File: config.mk
export PLATFORM = sky130hd
export DESIGN_NAME = atpq_ctrl
export DESIGN_NICKNAME = d
export VERILOG_FILES = /design/src/hw/rtl/atpq_pkg.sv /design/src/hw/rtl/atpq_ctrl.sv
export SDC_FILE = /design/constraint.sdc
export NUM_CORES = 1
export LEC_CHECK = 0
export BUFFER_PORTS_ARGS = -buffer_cell sky130_fd_sc_hd__buf_2
export CORE_AREA = 3 3 40 42
export DETAILED_ROUTE_END_ITERATION = 10
export DIE_AREA = 0 0 43 45
export GPL_TIMING_DRIVEN = 0
export HOLD_SLACK_MARGIN = 0.15
export PLACE_DENSITY = 0.39
export SLEW_MARGIN = 20
export SYNTH_ARGS = -nofsm -noshare
export SYNTH_HDL_FRONTEND = slang
export SYNTH_SLANG_ARGS = --single-unit
File: constraint.sdc
create_clock -name clk -period 2.1 [get_ports clk]
set_input_delay 0.105 -clock clk [delete_from_list [all_inputs] [get_ports clk]]
set_output_delay 0.105 -clock clk [all_outputs]
set_load 0.01 [all_outputs]
File: src/hw/rtl/atpq_pkg.sv
// Shared widths, register indexes, reset values and control types of the position quantizer.
`default_nettype none

package atpq_pkg;

  localparam int READ_W = 11;
  localparam int POS_W = 6;
  localparam int FRAC_W = 16;
  localparam int DVD_W = READ_W + FRAC_W;

  localparam int POSITIONS_DEFAULT = 48;
  localparam int TOLERANCE_DEFAULT = 3;

  localparam int REG_IDX_W = 1;
  localparam logic [REG_IDX_W-1:0] REG_ENDSTOP_ZERO = 1'b0;
  localparam logic [REG_IDX_W-1:0] REG_ENDSTOP_FAR = 1'b1;

  localparam logic [READ_W-1:0] ENDSTOP_ZERO_RESET = 11'd1726;
  localparam logic [READ_W-1:0] ENDSTOP_FAR_RESET = 11'd352;

  typedef struct packed {
    logic build_start;
    logic fill_run;
    logic take;
    logic reject;
    logic walk_run;
    logic load_result;
  } cmd_t;

  typedef struct packed {
    logic fill_done;
    logic in_range;
    logic walk_done;
    logic out_free;
  } status_t;

endpackage

`default_nettype wire

File: src/hw/rtl/atpq_ctrl.sv
// Controller: table rebuild sequence and per-word lookup sequence.
`default_nettype none

module atpq_ctrl
  import atpq_pkg::*;
(
  input  wire logic    clk,
  input  wire logic    rst,
  input  wire logic    cfg_write,
  input  wire logic    in_valid,
  output logic         in_ready,
  input  wire status_t status,
  output cmd_t         cmd
);

  localparam logic [2:0] S_START = 3'd0;
  localparam logic [2:0] S_FILL  = 3'd1;
  localparam logic [2:0] S_IDLE  = 3'd2;
  localparam logic [2:0] S_CHECK = 3'd3;
  localparam logic [2:0] S_WALK  = 3'd4;
  localparam logic [2:0] S_DONE  = 3'd5;

  logic [2:0] state;
  logic [2:0] state_next;

  assign in_ready = (state == S_IDLE) && !cfg_write;

  always_comb begin
    cmd = '0;
    state_next = state;
    unique case (state)
      S_START: begin
        cmd.build_start = 1'b1;
        state_next = S_FILL;
      end
      S_FILL: begin
        cmd.fill_run = 1'b1;
        if (status.fill_done) begin
          state_next = S_IDLE;
        end
      end
      S_IDLE: begin
        if (in_valid && in_ready) begin
          cmd.take = 1'b1;
          state_next = S_CHECK;
        end
      end
      S_CHECK: begin
        if (status.in_range) begin
          state_next = S_WALK;
        end else begin
          cmd.reject = 1'b1;
          state_next = S_DONE;
        end
      end
      S_WALK: begin
        cmd.walk_run = 1'b1;
        if (status.walk_done) begin
          state_next = S_DONE;
        end
      end
      S_DONE: begin
        if (status.out_free) begin
          cmd.load_result = 1'b1;
          state_next = S_IDLE;
        end
      end
      default: begin
        state_next = S_START;
      end
    endcase
    // restart the rebuild on any register write
    if (cfg_write) begin
      state_next = S_START;
    end
  end

  always_ff @(posedge clk) begin
    if (rst) begin
      state <= S_START;
    end else begin
      state <= state_next;
    end
  end

endmodule

`default_nettype wire

==> metrics.txt <==
commonest cells in the netlist=4 x nor2_1, 3 x dfxtp_1, 3 x nand3b_1; r2r startpoint=state[1]; DIE AREA=1940 µm²; slowest CP cell=dfxtp_1; top cells by area, synth=dfxtp_1 26%, nand3b_1 9.6%, nor2_1 6.4%; most common cell in the netlist=nor2_1; Final min period=1.54 ns; largest net degree at the start of global routing=11; Resized cells post-CTS=0; Final Worst Setup Slack=0.561 ns; final setup TNS=0 ns; clk_skew=0.00103 ns; ys flop type=dfxtp_1; Cell Pwr Density=556 nW/µm²; CTS H-tree depth=1; Crit Reg-Reg Endpoint=state[1]; Crit Path Class=flop to primary output; critical path's top delay family=simple AND/OR/NAND/NOR gates; WHS Endpoint=state[2]; number of diodes=0; vias after detailed routing=254; FF+latch count, synth=3; R2R Setup Slk=0.89 ns; Clock Latency Late Sink=0.23 ns; dpl cells=58; DP Wirelength=471 µm; Synth top area share=25.5%; CTS tree=built; max_slew headroom=81.5%; Routed Antenna Nets=0; die width=43 µm; Layout fillers=137; DRC viols=0; WL met2=292 µm; Post-synth EDFFs=0; run status=complete, no violations; DP Worst Slack=0.818 ns; syn_nets=37; DR WL met3=47 µm; core area=1280 µm²; max reg flops=3; number of global-route vias before repair=285; Post-Route M1 WL=272 µm; Cell Rows=13; initial DRC count=1; initial antenna violation count=0; drt pass-1 iters=2; sequential area share after synthesis=25.5%; first-pass GRT wire length=1.10 mm; All-Layer GR Usage=7.82%; number of I/O pins=15; Syn. warnings=0; Unique masters post-synth=18; cell taking the most area after synthesis=dfxtp_1; Area Overhead vs Synth=48.9%; final-stage net count=56; post-CTS setup buffers=0; Worst setup SP type=flop; period utilization=73.3%; GP Congestion=0.630; register area=60.1 µm²; Worst Path Buf+Inv=1; Worst setup EP type=primary output; max-cap viol count=0; CP peak stage delay=0.43 ns; Post-synth ARST share=0%; crit-path cells=or3b_4 -> nor3b_1 -> buf_2; share of layout cells above drive strength 1=48.9%; I/O Buffers=14; crit path DAT=1.43 ns; Biggest register=state; VDD IR max=0.160 mV; clk slew on worst S/H paths=0.04 ns; final setup violating endpoints=0; largest registers=state x3; grt ovf=0; Top Layer Used=met3; Detailed Route WL=612 µm; hold path depth=3; Vias/cell=4.10; hold crit path type=input pin to flop; Register-to-Register Path Depth=3; Root Driver=clkbuf_4; RSZ-0062 raised after global routing=no; CTS Buf Count=3; multi-input logic area=159 µm²; # clock sinks=3; syn_area_per_cell=8.11 µm²; hold wc startpoint=rst; largest fanout on the critical path=8; Leak=0.000164 µW; initial core utilization=18.3%; worst-case clock buffer depth=2; Worst EP required=2.00 ns; Post-Layout Cell Count=62; Mapped Cells=29; WL/cell=9.87 µm; Post-Syn Area=235 µm²; final slew viol count=0; pin slew with the least headroom to its limit=0.273 ns; DIE HEIGHT=45 µm; Max Clk Rate=650 MHz; final hold slack=0.172 ns; Hold-fix buffers, CTS=0; Final Hold Fails=0
[through the flow]
step	total power (µW)	util [%]	cell area, µm²
after global placement	94.9	25.2	324
after detailed placement	94.9	25.2	324
after CTS	201	27.3	350
after global routing	208	27.3	350
final	195	27.3	350
after floorplan	81.3	-	235
[layout by cell type (no fill, tap or decap)]
| cell | instances |
|---|---|
| and2b_1 | 1 |
| nand3b_1 | 3 |
| or3b_4 | 1 |
| nor3b_1 | 2 |
| or2_2 | 1 |
| nor2_1 | 4 |
| clkbuf_1 | 1 |
| buf_2 | 15 |
| a211oi_1 | 1 |
| nand2_1 | 2 |
| a21oi_2 | 1 |
| nor4b_1 | 1 |
| dfxtp_1 | 3 |
| nand2b_1 | 2 |
| nor3_1 | 2 |
| and3b_1 | 1 |
| a21oi_1 | 1 |
| and4bb_2 | 1 |
| clkbuf_4 | 3 |
| buf_6 | 1 |
[logic make-up (layout without fill, tap and decap cells)]
group,Yosys count,count (layout),synth area share (%)
flops,3,3,25.5
compound gates,3,3,9.04
buf+inv,2,20,6.91
simple gates,21,21,58.5
[routing by layer]
metal  vias up  global-route usage (%)
met5         -                       0
met4         0                    7.23
met3         0                    1.59
met2        10                    12.6
met1       107                    8.65
li1        137                       -
[worst max path at each step]
| stage | startpoint | end | depth (start not counted) |
|---|---|---|---|
| finish | state[1] | cmd[3] | 3 |
| global route | state[1] | cmd[3] | 3 |
| CTS | state[1] | cmd[3] | 3 |
| detailed placement | state[1] | cmd[3] | 3 |
| global placement | state[1] | cmd[3] | 3 |
| floorplan | state[2] | state[1] | 4 |
[where the power goes]
| group | internal [µW] | switching [µW] |
|---|---|---|
| registers | 59.4 | 1.69 |
| clock network | 71.2 | 30.0 |
| logic | 17.3 | 15.4 |
| total | 148 | 47.0 |
[layout make-up]
cell class	count	share of cell area [%]
Multi-Input combinational cell	24	45.4
Timing Repair Buffer	14	20.0
Sequential cell	3	17.1
Clock buffer	4	7.50
Tap cell	15	5.36
Buffer	2	4.64
[worst register-to-register path: cells and delay by family, from the launching register on]
| family | cells | cell delay, ns |
|---|---|---|
| AO/OA/AOI/OAI | 1 | 0.13 |
| flip-flops | 1 | 0.43 |
| AND/OR/NAND/NOR | 2 | 0.58 |
(Power assumes the default switching activity.)
