==> src/hw/rtl/atpq_pkg.sv <==
// Shared widths, register indexes, reset values and control types of the position quantizer.
`default_nettype none

package atpq_pkg;

  localparam int READ_W = 11;
  localparam int POS_W = 6;
  localparam int FRAC_W = 16;
  localparam int DVD_W = READ_W + FRAC_W;

  localparam int POSITIONS_DEFAULT = 48;
  localparam int TOLERANCE_DEFAULT = 3;

  localparam int REG_IDX_W = 1;
  localparam logic [REG_IDX_W-1:0] REG_ENDSTOP_ZERO = 1'b0;
  localparam logic [REG_IDX_W-1:0] REG_ENDSTOP_FAR = 1'b1;

  localparam logic [READ_W-1:0] ENDSTOP_ZERO_RESET = 11'd1726;
  localparam logic [READ_W-1:0] ENDSTOP_FAR_RESET = 11'd352;

  typedef struct packed {
    logic build_start;
    logic fill_run;
    logic take;
    logic reject;
    logic walk_run;
    logic load_result;
  } cmd_t;

  typedef struct packed {
    logic fill_done;
    logic in_range;
    logic walk_done;
    logic out_free;
  } status_t;

endpackage

`default_nettype wire

==> src/hw/rtl/atpq_ram.sv <==
// Generic simple dual-port RAM with registered read.
`default_nettype none

module atpq_ram #(
  parameter int WIDTH = 11,
  parameter int DEPTH = 49
) (
  input  wire logic                     clk,
  input  wire logic                     we,
  input  wire logic [$clog2(DEPTH)-1:0] waddr,
  input  wire logic [WIDTH-1:0]         wdata,
  input  wire logic [$clog2(DEPTH)-1:0] raddr,
  output logic      [WIDTH-1:0]         rdata
);

  logic [WIDTH-1:0] mem [DEPTH];

  always_ff @(posedge clk) begin
    if (we) begin
      mem[waddr] <= wdata;
    end
    rdata <= mem[raddr];
  end

endmodule

`default_nettype wire

==> src/hw/rtl/atpq_dp.sv <==
// Datapath: endstop registers, step multiplier, table fill, table walk and output register.
`default_nettype none

module atpq_dp
  import atpq_pkg::*;
#(
  parameter int POSITIONS = POSITIONS_DEFAULT,
  parameter int TOLERANCE = TOLERANCE_DEFAULT
) (
  input  wire logic                 clk,
  input  wire logic                 rst,
  input  wire logic                 cfg_write,
  input  wire logic [REG_IDX_W-1:0] cfg_index,
  input  wire logic [READ_W-1:0]    cfg_data,
  input  wire cmd_t                 cmd,
  output status_t                   status,
  input  wire logic [READ_W-1:0]    doubled_reading,
  input  wire logic                 out_ready,
  output logic                      out_valid,
  output logic [POS_W-1:0]          position,
  output logic                      position_valid
);

  localparam int IDX_W = $clog2(POSITIONS + 1);
  localparam logic [IDX_W-1:0] LAST_IDX = IDX_W'(POSITIONS);
  localparam logic [IDX_W:0] LAST_POS = (IDX_W + 1)'(POSITIONS);
  localparam logic [READ_W:0] TOL = (READ_W + 1)'(TOLERANCE);

  // reciprocal of POSITIONS, exact for every dividend of DVD_W bits
  localparam int STEP_SH = DVD_W + IDX_W;
  localparam int RECIP_W = DVD_W + 2;
  localparam logic [RECIP_W-1:0] RECIP =
    RECIP_W'(((64'd1 << STEP_SH) + 64'(POSITIONS - 1)) / 64'(POSITIONS));
  localparam int PROD_W = READ_W + RECIP_W;
  localparam int STEP_LSB = STEP_SH - FRAC_W;

  logic [READ_W-1:0] endstop_zero;
  logic [READ_W-1:0] endstop_far;

  logic [DVD_W-1:0]  step;
  logic [DVD_W-1:0]  acc;
  logic [IDX_W-1:0]  fidx;
  logic [READ_W-1:0] t_first;
  logic [READ_W-1:0] t_last;

  logic [READ_W-1:0] reading;
  logic [IDX_W-1:0]  widx;
  logic [IDX_W-1:0]  cmp_idx;
  logic              cmp_valid;
  logic [READ_W-1:0] prev;
  logic [IDX_W:0]    res_pos;
  logic              res_found;

  logic [READ_W-1:0] diff;
  logic [PROD_W-1:0] step_prod;
  logic [READ_W-1:0] cur;
  logic [READ_W-1:0] half;
  logic              hit_eq;
  logic              hit_lt;
  logic              decide;
  logic [IDX_W:0]    pos_raw;
  logic [IDX_W:0]    pos_clamped;
  logic [IDX_W+POS_W:0] pos_ext;

  atpq_ram #(
    .WIDTH(READ_W),
    .DEPTH(POSITIONS + 1)
  ) u_table (
    .clk  (clk),
    .we   (cmd.fill_run),
    .waddr(fidx),
    .wdata(acc[DVD_W-1:FRAC_W]),
    .raddr(widx),
    .rdata(cur)
  );

  assign diff = (endstop_zero > endstop_far) ? (endstop_zero - endstop_far) : '0;
  assign step_prod = PROD_W'(diff) * PROD_W'(RECIP);

  assign half = (cur >= prev) ? ((cur - prev) >> 1) : '0;
  assign hit_eq = reading == cur;
  assign hit_lt = reading < cur;
  assign decide = hit_eq || hit_lt;

  always_comb begin
    if (hit_eq) begin
      pos_raw = {1'b0, cmp_idx};
    end else if ((cur - half) >= reading) begin
      pos_raw = {1'b0, cmp_idx} + (IDX_W + 1)'(1);
    end else begin
      pos_raw = {1'b0, cmp_idx};
    end
    pos_clamped = (pos_raw > LAST_POS) ? LAST_POS : pos_raw;
  end

  assign pos_ext = {{POS_W{1'b0}}, res_pos};

  assign status.fill_done = fidx == '0;
  assign status.in_range = (({1'b0, reading} + TOL) >= {1'b0, t_last})
                        && ({1'b0, reading} <= ({1'b0, t_first} + TOL));
  assign status.walk_done = cmp_valid && (decide || (cmp_idx == '0));
  assign status.out_free = !out_valid || out_ready;

  always_ff @(posedge clk) begin
    if (rst) begin
      endstop_zero <= ENDSTOP_ZERO_RESET;
      endstop_far <= ENDSTOP_FAR_RESET;
    end else if (cfg_write) begin
      unique case (cfg_index)
        REG_ENDSTOP_ZERO: endstop_zero <= cfg_data;
        REG_ENDSTOP_FAR:  endstop_far <= cfg_data;
      endcase
    end
  end

  always_ff @(posedge clk) begin
    if (cmd.build_start) begin
      step <= DVD_W'(step_prod[PROD_W-1:STEP_LSB]);
      acc <= {endstop_far, {FRAC_W{1'b0}}};
      fidx <= LAST_IDX;
    end
    if (cmd.fill_run) begin
      acc <= acc + step;
      fidx <= fidx - IDX_W'(1);
      if (fidx == LAST_IDX) begin
        t_last <= acc[DVD_W-1:FRAC_W];
      end
      if (fidx == '0) begin
        t_first <= acc[DVD_W-1:FRAC_W];
      end
    end
  end

  always_ff @(posedge clk) begin
    if (rst) begin
      cmp_valid <= 1'b0;
    end else if (cmd.take) begin
      cmp_valid <= 1'b0;
    end else if (cmd.walk_run) begin
      cmp_valid <= 1'b1;
    end
  end

  always_ff @(posedge clk) begin
    if (cmd.take) begin
      reading <= doubled_reading;
      widx <= LAST_IDX;
      prev <= t_last;
    end
    if (cmd.reject) begin
      res_pos <= '0;
      res_found <= 1'b0;
    end
    if (cmd.walk_run) begin
      cmp_idx <= widx;
      widx <= (widx == '0) ? '0 : (widx - IDX_W'(1));
      if (cmp_valid) begin
        prev <= cur;
        if (decide) begin
          res_pos <= pos_clamped;
          res_found <= 1'b1;
        end else if (cmp_idx == '0) begin
          res_pos <= '0;
          res_found <= 1'b0;
        end
      end
    end
  end

  always_ff @(posedge clk) begin
    if (rst) begin
      out_valid <= 1'b0;
    end else if (cmd.load_result) begin
      out_valid <= 1'b1;
    end else if (out_ready) begin
      out_valid <= 1'b0;
    end
  end

  always_ff @(posedge clk) begin
    if (cmd.load_result) begin
      position <= pos_ext[POS_W-1:0];
      position_valid <= res_found;
    end
  end

endmodule

`default_nettype wire

==> config.mk <==
export PLATFORM = sky130hd
export DESIGN_NAME = atpq_dp
export DESIGN_NICKNAME = d
export VERILOG_FILES = /design/src/hw/rtl/atpq_pkg.sv /design/src/hw/rtl/atpq_ram.sv /design/src/hw/rtl/atpq_dp.sv
export SDC_FILE = /design/constraint.sdc
export NUM_CORES = 1
export LEC_CHECK = 0
export ABC_AREA = 1
export BUFFER_PORTS_ARGS = -buffer_cell sky130_fd_sc_hd__buf_2
export CAP_MARGIN = 10
export CORE_ASPECT_RATIO = 0.7
export CORE_UTILIZATION = 45
export DETAILED_ROUTE_END_ITERATION = 12
export SYNTH_ARGS = -nofsm -noshare
export SYNTH_HDL_FRONTEND = slang
export SYNTH_HIERARCHICAL = 1
export SYNTH_SLANG_ARGS = --single-unit
==> constraint.sdc <==
create_clock -name clk -period 7.7 [get_ports clk]
set_input_delay 0 -clock clk [delete_from_list [all_inputs] [get_ports clk]]
set_output_delay 0 -clock clk [all_outputs]
set_load 0.03 [all_outputs]
==> flow_results.xml, run 1 <==
<?xml version="1.0" encoding="UTF-8"?>
<metrics>
  <group name="logic_synthesis">
    <metric name="synth.ff_latch_count" unit="">699</metric>
    <metric name="seq_area_frac_synth" unit="">0.589</metric>
    <metric name="syn_area_per_cell" unit="um2">10.2</metric>
    <metric name="number_of_enable_type_register_cells_in_the_synthesized_netlist" unit="">646</metric>
    <metric name="synth-warning-count" unit="">6</metric>
    <metric name="netlist_area" unit="um2">34700</metric>
    <metric name="synth.net_count" unit="">3661</metric>
    <metric name="yosys_most_used_dff" unit="">edfxtp_1</metric>
    <metric name="synth-async-reset-ratio" unit="">0</metric>
    <metric name="yosysUniqueCellTypes" unit="">51</metric>
    <metric name="syn_inst" unit="">3406</metric>
  </group>
  <group name="final_layout">
    <metric name="fraction_of_final_layout_cells_with_drive_strength_greater_than_1" unit="">0.0632</metric>
    <metric name="instances_no_fill" unit="">4564</metric>
    <metric name="area.growth.synth_to_final" unit="%">11.1</metric>
    <metric name="design.final.nets" unit="">3730</metric>
  </group>
  <group name="pwr">
    <metric name="power.net_switching" unit="mW">6.94</metric>
    <metric name="p_int" unit="mW">9.65</metric>
    <metric name="clock_network_fraction_of_design_power" unit="">0.200</metric>
    <metric name="power.density_cell_area" unit="nW/um2">430</metric>
    <metric name="comb_power_share" unit="">0.488</metric>
    <metric name="power.share.switching" unit="">0.418</metric>
    <metric name="seq_power_share" unit="">0.312</metric>
    <metric name="vdd.ir_drop.worst" unit="uV">1160</metric>
    <metric name="cellLeakagePower" unit="nW">15.5</metric>
  </group>
  <group name="drt">
    <metric name="detail_routed_via_count_per_cell" unit="">5.40</metric>
    <metric name="drt-pass1-iter-count" unit="">5</metric>
    <metric name="highest_layer" unit="">met5</metric>
    <metric name="wl_met1" unit="um">43700</metric>
    <metric name="detailed_route_wirelength_on_metal2" unit="um">36700</metric>
    <metric name="post_drt_wl_per_cell" unit="um">19.5</metric>
    <metric name="routed_wl" unit="um">89000</metric>
    <metric name="first_iter_violations" unit="">2459</metric>
    <metric name="drc" unit="">0</metric>
    <metric name="via_count" unit="">24700</metric>
    <metric name="met3_wirelength" unit="um">6740</metric>
    <metric name="drt.antenna.violating_nets" unit="">0</metric>
  </group>
  <group name="place">
    <metric name="io_buffers" unit="">44</metric>
    <metric name="final_weighted_congestion_of_routability_driven_global_placement" unit="">0.873</metric>
    <metric name="placedCellCount" unit="">4393</metric>
    <metric name="dpl_ws" unit="ns">0.600</metric>
    <metric name="total_half_perimeter_wirelength_after_legalization_and_detailed_placement" unit="um">55900</metric>
  </group>
  <group name="die">
    <metric name="ios" unit="">45</metric>
    <metric name="die_height" unit="um">234</metric>
    <metric name="placementRows" unit="">84</metric>
    <metric name="die_area" unit="um2">78300</metric>
    <metric name="floorplan.initialDensity" unit="">0.458</metric>
    <metric name="core-area" unit="um2">75800</metric>
    <metric name="die_boundary_width" unit="um">334</metric>
  </group>
  <group name="worst_setup_path">
    <metric name="setup.worst_path.start" unit="">endstop_zero[0]$_SDFFE_PP0P_</metric>
    <metric name="worst_setup_path_start_kind" unit="">flip-flop</metric>
    <metric name="worst_path_most_repeated_cell" unit="">inv_1</metric>
    <metric name="critical_path.reg2reg.startpoint" unit="">endstop_zero[0]$_SDFFE_PP0P_</metric>
    <metric name="worst-r2r-setup-slack" unit="ns">0.66</metric>
    <metric name="cp_slowest_cell" unit="">fa_1</metric>
    <metric name="critical_path_peak_fanout" unit="">10</metric>
    <metric name="crit_path_end_kind" unit="">flip-flop</metric>
    <metric name="setup_crit_path_kind" unit="">flip-flop to flip-flop</metric>
    <metric name="arrival" unit="ns">7.39</metric>
    <metric name="worst_ep_required_time" unit="ns">8.06</metric>
    <metric name="slowest_delay" unit="ns">0.61</metric>
  </group>
  <group name="timing">
    <metric name="tns" unit="ns">0</metric>
    <metric name="timing_worst_slew_pin_value" unit="ns">1.24</metric>
    <metric name="setup_viol" unit="">0</metric>
    <metric name="clock-skew-final" unit="ns">0.0241</metric>
    <metric name="timing.max_slew.rel_slack" unit="">0.169</metric>
    <metric name="crit_share_post_route" unit="">0.914</metric>
    <metric name="max_freq" unit="MHz">142</metric>
    <metric name="grt_setup_unrepaired" unit="">false</metric>
    <metric name="final-max-slew-violation-count" unit="">0</metric>
    <metric name="layout_min_cycle_time" unit="ns">7.04</metric>
    <metric name="timing_hold_violations_final" unit="">0</metric>
    <metric name="layout_setup_ws" unit="ns">0.664</metric>
  </group>
  <group name="global_route">
    <metric name="grt_antenna_before_repair" unit="">1</metric>
    <metric name="wire_length_of_the_first_global_routing_pass" unit="um">135000</metric>
    <metric name="grt_max_degree" unit="">183</metric>
    <metric name="grt_usage" unit="">0.227</metric>
    <metric name="first_global_vias" unit="">22700</metric>
    <metric name="globalRoute.totalOverflow" unit="">0</metric>
  </group>
  <group name="cts">
    <metric name="cts_tree" unit="">done</metric>
    <metric name="post_cts.repair.setup_buffers" unit="">0</metric>
    <metric name="cts.path.max_buffers" unit="">3</metric>
    <metric name="clock-root-buffer" unit="">clkbuf_16</metric>
    <metric name="cts_max_level" unit="">3</metric>
    <metric name="cts_inserted_buffers" unit="">69</metric>
    <metric name="clkTransAtPathRegs" unit="ns">0.06</metric>
    <metric name="count_of_clock_tree_sinks" unit="">699</metric>
    <metric name="clk_latency" unit="ns">0.62</metric>
  </group>
  <group name="job">
    <metric name="cap_violations" unit="">0</metric>
  </group>
  <group name="hold_path">
    <metric name="hold_class" unit="">input pin to flip-flop</metric>
    <metric name="hold_start" unit="">doubled_reading[4]</metric>
  </group>
  <group name="run_status">
    <metric name="run_status" unit="">completed</metric>
  </group>
</metrics>
## critical path, delay by kind of cell, from the launching register on
family	cells	cell delay [ns]
buffers and inverters	8	0.68
adders and majority gates	8	3.43
AOI/OAI and AO/OA	5	1.35
DFF	1	0.29
and+or+nand+nor	9	0.85
xor gates and xnor gates	1	0.16
## placed cells by master, fill, tap and decap left out, types with 4 or more instances in the layout
cell	count
nand2_1	926
edfxtp_1	646
nand3_1	522
inv_1	270
nor2_1	178
ha_1	177
a21oi_1	145
o21ai_0	99
clkbuf_16	73
dfxtp_1	53
fa_1	44
buf_2	44
dlygate4sd3_1	43
buf_4	38
xor2_1	37
nand4_1	27
nor3_1	21
clkbuf_1	20
or2_2	16
clkinv_2	14
xnor2_1	12
o22ai_1	11
clkinv_1	11
o21bai_1	9
nor4_1	7
o211ai_1	7
o21ai_1	7
a21o_1	6
nand3b_1	5
o21a_1	5
o2111ai_1	4
## final cells by class
type                       count  area [um2]
inverter                     276        1050
multi-input combinational   2302       12600
sequential                   699       20500
clock inverter                31         243
clock buffer                  96        1940
antenna                        1        2.50
fill                        6846       37200
timing repair buffer         127         976
tap                         1032        1290
## kinds of logic (layout without fill, tap and decap cells)
kind of cell / Yosys count / count (layout) / share of synthesized area
xor+xnor: 49 / 49 / 0.0124
flops: 699 / 699 / 0.589
fa+ha+maj: 222 / 222 / 0.0895
buf+inv: 405 / 530 / 0.0478
simple gates: 1720 / 1720 / 0.212
compound gates: 311 / 311 / 0.0493
other cells: 0 / 1 / 0
## sequential cells by signal (all words and copies together), names as in the netlist, 6 cells and up
name / flops
endstop_zero: 11
t_last: 11
endstop_far: 11
res_pos: 6
u_table/rdata: 11
widx: 6
step: 22
prev: 11
fidx: 6
u_table/mem: 539
cmp_idx: 6
position: 6
t_first: 11
acc: 27
reading: 11
## per-layer routing
metal  track usage  vias up
li1              -    11900
met1         0.355    11800
met2         0.318      805
met3        0.0439      132
met4        0.0581        2
met5             0        -
## power by group through the flow
stage | logic (mW) | registers (mW) | clock network, mW
floorplan | 5.84 | 5.34 | 0
global placement | 7.88 | 5.26 | 0
detailed placement | 7.95 | 5.26 | 0
CTS | 8.03 | 5.18 | 3.37
global route | 9.26 | 5.20 | 3.52
finish | 8.10 | 5.18 | 3.32
## what timing repair did
item	CTS	global route
endpoints found under the hold margin	104	0
hold buffers	43	0
resized for setup	0	2
setup endpoints to repair	0	3
## metrics by stage
stage / utilization / total power, mW / instance area [um2] / hold WS [ns]
after floorplan: - / 11.2 / 34700 / 0.0691
final: 0.509 / 16.6 / 38600 / 0.123
after global routing: 0.509 / 18.0 / 38600 / 0.0921
after CTS: 0.509 / 16.6 / 38600 / 0.104
after detailed placement: 0.475 / 13.2 / 36000 / 0.182
after global placement: 0.475 / 13.1 / 36000 / 0.179
## cell usage after synthesis (all sizes together) (2+ instances only)
cell type,instances,area (um2)
a31o,2,17.5
o22ai,11,68.8
o21bai,9,67.6
o31ai,3,22.5
clkbuf,33,124
nor3,22,115
edfxtp,646,19400
o211ai,7,52.6
nor2,180,686
xnor2,12,105
o21a,5,37.5
nand3,524,2630
inv,275,1030
a21oi,147,743
nor4,10,62.6
nand2,930,3510
a21o,6,45.0
a21boi,4,30.0
xor2,37,324
nand4,29,194
fa,44,881
ha,178,2230
dfxtp,53,1060
o21ai,107,547
buf,96,499
o2111ai,4,35.0
or2,16,100
a211oi,3,22.5
nand3b,5,37.5
## path summary, 6_finish.rpt
check,endpoint,cells after the start
max,step[19]$_DFFE_PP_,31
min,reading[4]$_DFFE_PP_,2
min reg2reg,position[2]$_DFFE_PP_,0
max reg2reg,step[19]$_DFFE_PP_,31
(Power assumes the default switching activity.)
==> inputs of run 2 (changes only) <==
--- a/config.mk
+++ b/config.mk
@@ -11,6 +11,7 @@
 export CORE_ASPECT_RATIO = 0.7
 export CORE_UTILIZATION = 45
 export DETAILED_ROUTE_END_ITERATION = 12
+export PLACE_DENSITY_LB_ADDON = 0.15
 export SYNTH_ARGS = -nofsm -noshare
 export SYNTH_HDL_FRONTEND = slang
 export SYNTH_HIERARCHICAL = 1
==> run 2 against run 1 <==
Compared with the run above: global-route usage increased by 1.0 points; design area up 0.20%; cell count fell by 0.13%; wire length rose by 3.5%; setup slack worse by 0.055 ns; clock-buffer cell count down 11.
==> flow_results.xml, run 2 (synthesis results as in run 1) <==
<?xml version="1.0" encoding="UTF-8"?>
<metrics>
  <group name="global_route">
    <metric name="grt_max_degree" unit="">155</metric>
    <metric name="first_global_vias" unit="">24200</metric>
    <metric name="globalRoute.totalOverflow" unit="">0</metric>
    <metric name="grt_usage" unit="">0.237</metric>
    <metric name="wire_length_of_the_first_global_routing_pass" unit="um">142000</metric>
    <metric name="grt_antenna_before_repair" unit="">3</metric>
  </group>
  <group name="final_layout">
    <metric name="most_flop_heavy_register" unit="">u_table/mem</metric>
    <metric name="final_common_cell" unit="">nand2_1</metric>
    <metric name="layout_top_registers" unit="">u_table/mem (539), acc (27), step (22)</metric>
    <metric name="instances_no_fill" unit="">4558</metric>
    <metric name="nFillCells" unit="">6721</metric>
    <metric name="largest_register_ffs" unit="">539</metric>
    <metric name="area.growth.synth_to_final" unit="%">11.4</metric>
    <metric name="fraction_of_final_layout_cells_with_drive_strength_greater_than_1" unit="">0.0633</metric>
    <metric name="design.final.nets" unit="">3724</metric>
    <metric name="layout_common_cells" unit="">nand2_1 (926), edfxtp_1 (646), nand3_1 (522)</metric>
  </group>
  <group name="drt">
    <metric name="via_count" unit="">25100</metric>
    <metric name="drc" unit="">0</metric>
    <metric name="post_drt_wl_per_cell" unit="um">20.2</metric>
    <metric name="routed_wl" unit="um">92100</metric>
    <metric name="first_iter_violations" unit="">2269</metric>
    <metric name="drt.antenna.violating_nets" unit="">0</metric>
    <metric name="drt-pass1-iter-count" unit="">5</metric>
    <metric name="detail_routed_via_count_per_cell" unit="">5.50</metric>
  </group>
  <group name="worst_setup_path">
    <metric name="worst_setup_path_start_kind" unit="">flip-flop</metric>
    <metric name="worst-r2r-setup-slack" unit="ns">0.61</metric>
    <metric name="worst_path_most_repeated_cell" unit="">inv_1</metric>
    <metric name="r2r_cells" unit="">33</metric>
    <metric name="critical_path_peak_fanout" unit="">9</metric>
    <metric name="regToRegEndpoint" unit="">step[20]$_DFFE_PP_</metric>
    <metric name="critical_path.reg2reg.startpoint" unit="">endstop_far[0]$_SDFFE_PP0P_</metric>
    <metric name="arrival" unit="ns">7.47</metric>
    <metric name="worst_ep_required_time" unit="ns">8.08</metric>
    <metric name="crit_path_end_kind" unit="">flip-flop</metric>
    <metric name="setup_crit_path_kind" unit="">flip-flop to flip-flop</metric>
    <metric name="slowest_delay" unit="ns">0.61</metric>
    <metric name="cp_slowest_cell" unit="">fa_1</metric>
  </group>
  <group name="cts">
    <metric name="cts_inserted_buffers" unit="">71</metric>
    <metric name="count_of_clock_tree_sinks" unit="">699</metric>
    <metric name="cts_max_level" unit="">3</metric>
    <metric name="clk_latency" unit="ns">0.64</metric>
    <metric name="cts.path.max_buffers" unit="">3</metric>
    <metric name="post_cts.repair.setup_buffers" unit="">0</metric>
    <metric name="clkTransAtPathRegs" unit="ns">0.06</metric>
    <metric name="cts_tree" unit="">done</metric>
    <metric name="clock-root-buffer" unit="">clkbuf_16</metric>
  </group>
  <group name="hold_path">
    <metric name="hold-path-endpoint" unit="">endstop_far[2]$_SDFFE_PP0P_</metric>
    <metric name="hold_start" unit="">cfg_write</metric>
    <metric name="cells_on_worst_hold_path" unit="">3</metric>
    <metric name="hold_class" unit="">input pin to flip-flop</metric>
  </group>
  <group name="timing">
    <metric name="timing_hold_violations_final" unit="">0</metric>
    <metric name="clock-skew-final" unit="ns">0.0441</metric>
    <metric name="max_freq" unit="MHz">141</metric>
    <metric name="crit_share_post_route" unit="">0.921</metric>
    <metric name="setup_viol" unit="">0</metric>
    <metric name="timing_worst_slew_pin_value" unit="ns">1.28</metric>
    <metric name="grt_setup_unrepaired" unit="">false</metric>
    <metric name="layout_min_cycle_time" unit="ns">7.09</metric>
    <metric name="timing.max_slew.rel_slack" unit="">0.141</metric>
    <metric name="tns" unit="ns">0</metric>
    <metric name="final-max-slew-violation-count" unit="">0</metric>
  </group>
  <group name="die">
    <metric name="core-area" unit="um2">75800</metric>
    <metric name="placementRows" unit="">84</metric>
    <metric name="die_height" unit="um">234</metric>
    <metric name="ios" unit="">45</metric>
    <metric name="die_area" unit="um2">78300</metric>
    <metric name="die_boundary_width" unit="um">334</metric>
    <metric name="floorplan.initialDensity" unit="">0.458</metric>
  </group>
  <group name="pwr">
    <metric name="vdd.ir_drop.worst" unit="uV">687</metric>
    <metric name="power.density_cell_area" unit="nW/um2">436</metric>
    <metric name="cellLeakagePower" unit="nW">15.5</metric>
  </group>
  <group name="run_status">
    <metric name="run_status" unit="">completed</metric>
  </group>
  <group name="place">
    <metric name="placedCellCount" unit="">4383</metric>
    <metric name="io_buffers" unit="">44</metric>
    <metric name="final_weighted_congestion_of_routability_driven_global_placement" unit="">0.881</metric>
    <metric name="total_half_perimeter_wirelength_after_legalization_and_detailed_placement" unit="um">59000</metric>
  </group>
  <group name="job">
    <metric name="cap_violations" unit="">0</metric>
  </group>
</metrics>
==> run 2: power by group <==
| part | internal (mW) | total [mW] | switching (mW) | leakage (nW) |
|---|---|---|---|---|
| Clock | 1.97 | 3.46 | 1.49 | 1.12 |
| Sequential | 5.03 | 5.17 | 0.136 | 6.37 |
| Combinational | 2.77 | 8.24 | 5.48 | 7.99 |
| Total | 9.77 | 16.9 | 7.10 | 15.5 |
==> run 2: how the worst max path moves through the flow <==
stage                                  from                 end  slack, ns  depth (start not counted)
2_1_floorplan  endstop_zero[0]$_SDFFE_PP0P_  step[19]$_DFFE_PP_       1.51                         32
3_3_place_gp   endstop_zero[0]$_SDFFE_PP0P_  step[20]$_DFFE_PP_       0.62                         34
3_5_place_dp    endstop_far[0]$_SDFFE_PP0P_  step[19]$_DFFE_PP_       0.43                         30
4_1_cts         endstop_far[0]$_SDFFE_PP0P_  step[19]$_DFFE_PP_       0.39                         30
5_1_grt         endstop_far[0]$_SDFFE_PP0P_  step[20]$_DFFE_PP_       0.06                         33
6_report        endstop_far[0]$_SDFFE_PP0P_  step[20]$_DFFE_PP_       0.61                         33
==> run 2: metal layers <==
layer / routed length, um / GRT usage / up-vias
li1: - / - / 11900
met1: 44300 / 0.362 / 12200
met2: 39600 / 0.352 / 856
met3: 6170 / 0.0337 / 134
met4: 2070 / 0.0635 / 2
met5: 13 / 0 / -
==> run 2: per-stage QoR <==
stage	hold WS (ns)	total power, mW	setup slack [ns]	util	instance area, um2
2_1_floorplan	0.0691	11.2	1.51	-	34700
3_3_place_gp	0.176	13.2	0.620	0.474	35900
3_5_place_dp	0.179	13.4	0.429	0.474	35900
4_1_cts	0.0359	16.9	0.395	0.510	38600
5_1_grt	0.0883	18.3	0.0580	0.510	38700
6_report	0.0737	16.9	0.610	0.510	38700
==> run 2: cell type report <==
class                      count  area [um2]  share of cell area
antenna                        1        2.50           0.0000647
clock buffer                  85        1850              0.0478
sequential                   699       20500               0.529
multi-input combinational   2302       12600               0.327
inverter                     276        1050              0.0270
clock inverter                44         467              0.0121
tap                         1032        1290              0.0334
timing repair buffer         119         912              0.0236
==> run 2: repair_timing <==
action,in CTS,in global routing
resized for setup,0,2
hold endpoints to repair,94,0
endpoints found under the setup margin,0,18
hold buffers,41,0
==> run 2: worst max-delay path, delay by kind of cell (launching register included) <==
family / cells / cell delay, ns
AO/OA/AOI/OAI: 3 / 0.77
adder cells (fa/ha/maj): 8 / 3.44
buffers and inverters: 8 / 0.67
flip-flops: 1 / 0.37
AND/OR/NAND/NOR: 14 / 1.59
